--- config.mk ---
export PLATFORM = sky130hd
export DESIGN_NAME = wcs_queue
export DESIGN_NICKNAME = d
export VERILOG_FILES = /design/src/rtl/wcs_pkg.sv /design/src/rtl/wcs_queue.sv
export SDC_FILE = /design/constraint.sdc
export NUM_CORES = 1
export LEC_CHECK = 0
export CORE_MARGIN = 2
export CORE_UTILIZATION = 58
export DETAILED_ROUTE_END_ITERATION = 16
export DONT_BUFFER_PORTS = 1
export HOLD_SLACK_MARGIN = 0.12
export PLACE_DENSITY = 0.74
export RECOVER_POWER = 100
export SLEW_MARGIN = 20
export SYNTH_ARGS = -nofsm -noshare
export SYNTH_HDL_FRONTEND = slang
export SYNTH_SLANG_ARGS = --single-unit
--- constraint.sdc ---
create_clock -name clk -period 4.33 [get_ports clk]
set_clock_uncertainty 0.2 [all_clocks]
set_input_delay 1.0825 -clock clk [delete_from_list [all_inputs] [get_ports clk]]
set_output_delay 1.0825 -clock clk [all_outputs]
set_load 0.02 [all_outputs]
--- src/rtl/wcs_pkg.sv ---
// Package: types, constants and register reset values for the winding current block
package wcs_pkg;

    localparam int NUM_POINTS = 7;
    localparam int REG_COUNT  = 7;
    localparam int USED       = (NUM_POINTS < REG_COUNT) ? NUM_POINTS : REG_COUNT;
    localparam int IDX_W      = 3;
    localparam int SEG_W      = 3;
    localparam int QDEPTH     = 4;
    localparam int QPTR_W     = 2;
    localparam int DIV_STEPS  = 16;

    localparam logic [31:0] POINT_RESET [REG_COUNT] = '{
        32'd0, 32'd19660800, 32'd39322068, 32'd65537695,
        32'd111414473, 32'd288364128, 32'd444999142
    };

    typedef struct packed {
        logic signed [15:0] motor_speed;
        logic [15:0]        gain_scale;
        logic [15:0]        retract_gain;
    } in_item_t;

    typedef struct packed {
        logic signed [16:0] current_target;
        logic               clipped;
    } out_item_t;

    typedef struct packed {
        logic [IDX_W-1:0] index;
        logic [31:0]      data;
    } cfg_beat_t;

    // classified item: either a fixed current or a segment to interpolate
    typedef struct packed {
        logic        interp;
        logic        pos;
        logic        dn;
        logic [15:0] c0;
        logic [15:0] dc;
        logic [15:0] dx;
        logic [15:0] d;
        logic [15:0] scale;
        logic [15:0] retract;
    } job_t;

endpackage

--- src/rtl/wcs_queue.sv ---
// Short queue between front and back parts
module wcs_queue
    import wcs_pkg::*;
(
    input  logic clk,
    input  logic rst_n,
    input  logic push,
    input  job_t push_data,
    output job_t head,
    output logic pop_valid
);
    job_t              mem_reg [QDEPTH];
    logic [QPTR_W-1:0] wr_reg;
    logic [QPTR_W-1:0] rd_reg;
    logic [QPTR_W:0]   cnt_reg;

    always_ff @(posedge clk)
    begin
        if (push)
        begin
            mem_reg[wr_reg] <= push_data;
        end
    end

    always_ff @(posedge clk or negedge rst_n)
    begin
        if (!rst_n)
        begin
            wr_reg  <= '0;
            rd_reg  <= '0;
            cnt_reg <= '0;
        end
        else
        begin
            if (push)
            begin
                wr_reg <= wr_reg + 1'b1;
            end
            if (pop_valid)
            begin
                rd_reg <= rd_reg + 1'b1;
            end
            cnt_reg <= cnt_reg + (push ? 1'b1 : 1'b0) - (pop_valid ? 1'b1 : 1'b0);
        end
    end

    assign pop_valid = cnt_reg != '0;
    assign head      = mem_reg[rd_reg];
endmodule

# --- Yosys cells after proc, flatten, opt, wreduce, memory -nomap -nowiden ---
# Memory sizes are Yosys's and may differ from the RTL's.
# Cells that the tools add are included.
op_classes:
  reduce_logical: 1
  add_sub_neg: 4
  muxes: 4
op_table:
  columns: ["op", "count"]
  rows:
  - ["2-bit by 1-bit adder with 2-bit output, second input constant", 2]
  - ["1-bit 2-to-1 mux", 4]
  - ["3-bit by 1-bit adder with 3-bit output", 1]
  - ["3-bit nonzero test", 1]
  - ["3-bit by 1-bit subtractor with 3-bit output", 1]
word_totals:
  ff_bits: 7
  input_bits: 102
  ramBits: 396
  n_memories: 1
memory_table:
  columns: ["name", "words", "word_bits", "rd", "rd_clocked_by_memory_dff", "wr", "line", "text"]
  rows:
  - ["mem_reg", 4, 99, 1, 0, 1, "wcs_queue.sv:12", "job_t mem_reg [QDEPTH];"]

# --- Longest topological paths before layout ---
# Gate-level depths: netlist (run 1).
depth:
  ltp_word: 3
  mapped_depth: 7

# --- Worst setup path before layout (run 1) ---
# No wires, ideal clock.
synth_timing:
  path_kind: "input to register"
  from: "input port push"
  to: "memory mem_reg[0][0] (netlist bit), enable pin"
  setup_ps: 469
  path_stages: 1
  t_arrival_ps: 3369
  slack_ps: 292
  path_cell_list: "and2_1"
synth_between:
  elab_chain_len: 2
synth_lines:
  columns: ["element", "line", "text"]
  rows:
  - ["from (decl)", "wcs_queue.sv:7", "input logic push,"]
  - ["1-bit 2-to-1 mux", "wcs_queue.sv:19", "if (push)"]
  - ["1-bit 2-to-1 mux (implied by the code)", "wcs_queue.sv:21", "mem_reg[wr_reg] <= push_data;"]
  - ["to (decl)", "wcs_queue.sv:12", null]
# No other way between the ends.

# --- Final worst setup path (run 1) ---
layout_timing:
  from: "register wr_reg[1]"
  to: "memory mem_reg[0][53] (netlist bit), enable pin"
layout_rtl:
  columns: ["element", "line", "text"]
  rows:
  - ["from (decl)", "wcs_queue.sv:13", "logic [QPTR_W-1:0] wr_reg;"]
  - ["from (signal assigned)", "wcs_queue.sv:37", "wr_reg <= wr_reg + 1'b1;"]
# Straight into the memory's write port.

==> qor.csv, run 1 <==
metric;value;unit
intPower;0.00827;W
synth_compound_area_frac;0.000853;
total_power;0.0119;W
setup_viol_count_final;0;
cts.repair.resized;0;
synth_edf_count;396;
gp_congestion;0.678;
synth_top_family_by_area;multiplexers;
clkLatencyLatePin;510;ps
syn_area;14700;um2
critical_path.max_fanout;55;
hp-class;reg2reg;
io_buffers;0;
synth_flop_cell;edfxtp_1;
cp-startpoint;wr_reg[1];
clock_sink_count;403;
maxSlewHeadroom;-0.644;
die_y;163;um
ys_seq_area_frac;0.822;
synthMuxAreaShare;0.152;
grtUsageTotal;0.191;
layout-drive-gt1-share;0.271;
vdd_ir_drop_max;0.530;mV
postSynthCellCount;550;
r2r_end;mem_reg[0][53];
largest_reg_flops;396;
yosys_warnings;0;
synth_xor_area_frac;0.00298;
post-synth-top-count-cell;edfxtp_1;
leakagePower;5.14;nW
post_cts_buffers;0;
yosysTopAreaCell;edfxtp_1;
wl_per_cell;26.5;um
drv_slew;203;
max_freq;0.274;GHz
hold_viol;0;
grt_start_max_net_pins;63;
ios;202;
h-tree-depth;2;
power_frac_clock;0.281;
syn_area_per_cell;26.7;um2
num_rows;58;
cap_violations;4;
dieWidth;163;um
routed_via_density;6.12;
hold_end;wr_reg[0];
finalCritPeriodShare;0.842;
drt_wl_total;24.8;mm
multi_input_area;2420;um2
yosysUniqueCellTypes;16;
status;finished with violations;
place_area;15100;um2
grt_pass1_wl;37.4;mm
cts_made_buffers;39;
cp.arrival;3570;ps
yosys.area_share.simple;0.00239;
antenna_found_initial;0;
synth_top_area_share;0.810;
clk_pin_slew;60;ps
overflow;0;
hold_path.startpoint;wr_reg[0];
required;4250;ps
pwr-share-seq;0.454;
end_kind;flip-flop;
synth_area_leaders;edfxtp_1, mux4_2, dfrtp_1;
fillers;1563;
ant_nets;0;
seq_area;12100;um2
num_vias;5720;
initial_core_util;0.586;
synth_seq_cells;403;
worst_pin_slew;2470;ps
final_area;16300;um2
period_minus_slack;3650;ps
insertedDiodeCount;0;
fin_nets;687;
synth_nets;659;
dp_hpwl;14.3;mm
postCtsHoldBufs;1;
netSwitchingFraction;0.303;
yosys.area_share.adder;0.00648;
reg2reg_slack;680;ps
grt_setup_unrepaired;no;
timing.rr.start;wr_reg[1];
drcViolationCount;0;
area_delta_synth_final;11.1;%
critPathLaunchType;flip-flop;
critical_path_class;reg2reg;
reg2reg_depth;4;
cts.path.max_buffers;3;
fin_setup_tns;0;ps
drtIter0Drc;452;
synthArstFlopShare;0.0174;
powerDensity;728;nW/um2
first_pass_iters;4;
die_area;26600;um2
violations;max-capacitance violations, max-slew violations;
coreArea;25000;um2
first_global_vias;6286;
whs_path_depth;1;
comb_power_share;0.265;
ctsRootBufferMaster;clkbuf_16;
p_sw;0.00360;W
cts_tree;done;
synth_top_cells_by_count;edfxtp_1, mux4_2, buf_2;
critical path, cell delays in order, from the launching register on:
cell and delay (ps):
dfrtp_1 400, inv_1 110, ha_1 150, and2_2 1170, clkbuf_2 1170
through the flow:
stage               setup WS (ps)  std cells   util  hold WS [ps]
finish                        682        935  0.651           337
global route                  398        935  0.651           363
CTS                           785        935  0.654           342
detailed placement           1350        866  0.602           331
global placement             1370        866  0.602           310
floorplan                     292        550      -           294
placed cells by master (no fill, tap or decap), drive strengths merged:
cell type and count:
xnor2 3, mux4 99, nand2 1, o31ai 1, inv 6, ha 6, o21ai 1, clkinvlp 2
clkinv 15, fa 1, buf 5, and2 4, or3 1, clkbuf 49, edfxtp 396, bufinv 5
dfrtp 7, dlygate4sd3 1, xor2 2
cell families (layout without fill, tap and decap cells):
logic type / Yosys count / count (layout)
XOR/XNOR: 5 / 5
AND/OR/NAND/NOR: 6 / 6
AO/OA/AOI/OAI: 2 / 2
multiplexers: 99 / 99
adder cells (fa/ha/maj): 7 / 7
buffers and inverters: 28 / 83
flip-flops: 403 / 403
final cells by class:
class,instances,share of cell area
tap,330,0.0253
sequential,403,0.740
clock buffer,46,0.0641
multi-input combinational,119,0.148
clock inverter,22,0.0142
timing repair buffer,9,0.00652
inverter,6,0.00138
worst max path at each step:
| stage | endpoint | slack [ps] | depth (start not counted) |
|---|---|---|---|
| finish | mem_reg[0][53] | 680 | 4 |
| global placement | head[16] | 1370 | 2 |
| floorplan | mem_reg[0][0] | 290 | 1 |
| detailed placement | head[94] | 1350 | 2 |
| global route | mem_reg[0][79] | 400 | 4 |
| CTS | head[89] | 780 | 2 |
power groups by stage:
stage               Clock [W]  Combinational (W)  Sequential, W
floorplan                   0            0.00279        0.00535
global placement            0            0.00324        0.00540
detailed placement          0            0.00328        0.00546
CTS                   0.00340            0.00330        0.00538
global route          0.00354            0.00336        0.00545
finish                0.00333            0.00315        0.00539
per-layer routing:
metal / wire length (um) / GRT usage / up-vias
met2: 13000 / 0.322 / 209
met1: 9330 / 0.241 / 3039
met4: 496 / 0.0527 / 0
met3: 2020 / 0.0640 / 49
met5: 0 / 0 / -
li1: - / - / 2423
No activity file was read; power rests on OpenSTA's default activity.
==> inputs of run 2 (changes only) <==
- CORE_UTILIZATION: 58 -> 56
- clock period: 4.33 -> 3.1 ns (I/O delays scaled with it)
==> run 2 against run 1 <==
Net effect: setup slack worse by 560 ps; the run now ends clean; highest routed layer unchanged; register-to-register slack worse by 410 ps; largest cell class unchanged; sequential power is 39% higher; clock power up 44%; die area grew 3.5%; first-iteration DRC count is 9.3% higher.
==> qor.csv, run 2 (synthesis results as in run 1) <==
metric;value;unit
drv_slew;0;
holdWs;147;ps
drtIter0Drc;494;
ant_nets;0;
critical_path.max_fanout;15;
clock_sink_count;403;
clk_pin_slew;60;ps
fin_setup_tns;0;ps
gp_congestion;0.733;
routed_via_density;5.89;
place_inst;880;
cap_violations;0;
area_delta_synth_final;14.0;%
critPathCapture;head[97];
dp_hpwl;15.4;mm
dieWidth;166;um
grt_setup_unrepaired;no;
clkLatencyLatePin;510;ps
cts.repair.resized;0;
finalCritPeriodShare;0.961;
wl_per_cell;25.9;um
grt_pass1_wl;38.6;mm
layout_setup_ws;121;ps
first_global_vias;6228;
crit_path_cell_trace;clkbuf_4, mux4_2;
leakagePower;5.32;nW
reg2reg_depth;4;
hold_path.startpoint;push_data[79];
insertedDiodeCount;0;
antenna_found_initial;0;
io_buffers;0;
num_rows;59;
critical_path_class;reg2out;
required;2120;ps
layout-drive-gt1-share;0.281;
ios;202;
fin_cells;980;
die_y;166;um
fin_nets;721;
timing.rr.start;wr_reg[1];
initial_core_util;0.566;
status;complete, no violations;
crit_path_top_delay_cell;mux4_2;
cp.arrival;2000;ps
first_pass_iters;6;
final_common_cell;edfxtp_1;
wl_met3;1.88;mm
overflow;0;
total_power;0.0169;W
cpPeakStageDelay;650;ps
setup_viol_count_final;0;
wl_met2;13.8;mm
drt_wl_total;25.4;mm
m1WireLength;9.37;mm
max_freq;0.336;GHz
ctsRootBufferMaster;clkbuf_16;
powerDensity;1010;nW/um2
place_ws;598;ps
worst_pin_slew;1450;ps
hp-class;in2reg;
grtUsageTotal;0.187;
largest_reg_flops;396;
top_layer_used;met4;
hold_viol;0;
maxSlewHeadroom;0.0356;
cp-startpoint;rd_reg[0];
grt_start_max_net_pins;55;
cts.path.max_buffers;3;
vdd_ir_drop_max;0.559;mV
drcViolationCount;0;
reg2reg_slack;270;ps
end_kind;output port;
num_vias;5775;
die_area;27500;um2
period_minus_slack;2980;ps
cts_made_buffers;41;
final_cell_mix;edfxtp_1, mux4_2, clkbuf_16, dlygate4sd3_1, clkinv_1;
coreArea;25900;um2
cts_tree;done;
h-tree-depth;2;
r2r_end;mem_reg[1][98];
critPathLaunchType;flip-flop;
## run 2: cell types whose count changed in the layout (fill, tap and decap cells not counted), sizes merged
cell	before	now
clkinv	15	19
inv	6	8
buf	5	9
clkinvlp	2	4
bufinv	5	4
clkbuf	49	55
dlygate4sd3	1	24
## run 2: layout make-up
cell class                 instances  area [um2]
timing repair buffer              41         449
tap                              335         419
inverter                           6        22.5
clock buffer                      47        1090
sequential                       403       12100
clock inverter                    29         259
multi-input combinational        119        2420
fill                            1603        9180
## run 2: how the worst min path moves through the flow
stage	endpoint	slack, ps	cells after the start
6_report	mem_reg[2][79]	150	0
4_1_cts	mem_reg[2][89]	120	0
3_3_place_gp	cnt_reg[0]	280	0
3_5_place_dp	cnt_reg[0]	280	0
2_1_floorplan	cnt_reg[0]	280	0
5_1_grt	mem_reg[2][94]	120	0
## run 2: what timing repair did
action | CTS | global route
endpoints found under the hold margin | 8 | 70
hold buffers | 2 | 22
buffers inserted | 0 | 0
## run 2: worst max-delay path, delay by kind of cell, from the launching register on
| kind | cells | cell delay, ps |
|---|---|---|
| multiplexers | 1 | 650 |
| flip-flops | 1 | 470 |
| buffers and inverters | 1 | 360 |
## run 2: report_power, final
| part | switching, W | internal [W] | leakage [nW] |
|---|---|---|---|
| logic | 0.00293 | 0.00169 | 0.952 |
| clock network | 0.00194 | 0.00287 | 0.654 |
| registers | 0.000327 | 0.00715 | 3.72 |
## run 2: through the flow
step                      area (um2)  utilization
after global placement         15200        0.587
after floorplan                14700            -
after CTS                      16600        0.640
after detailed placement       15200        0.587
final                          16700        0.646
after global routing           16700        0.646
## run 2: routing by layer
layer / vias up / global-route usage
met5: - / 0
met4: 0 / 0.0503
met3: 30 / 0.0648
met2: 178 / 0.326
met1: 3070 / 0.223
li1: 2497 / -
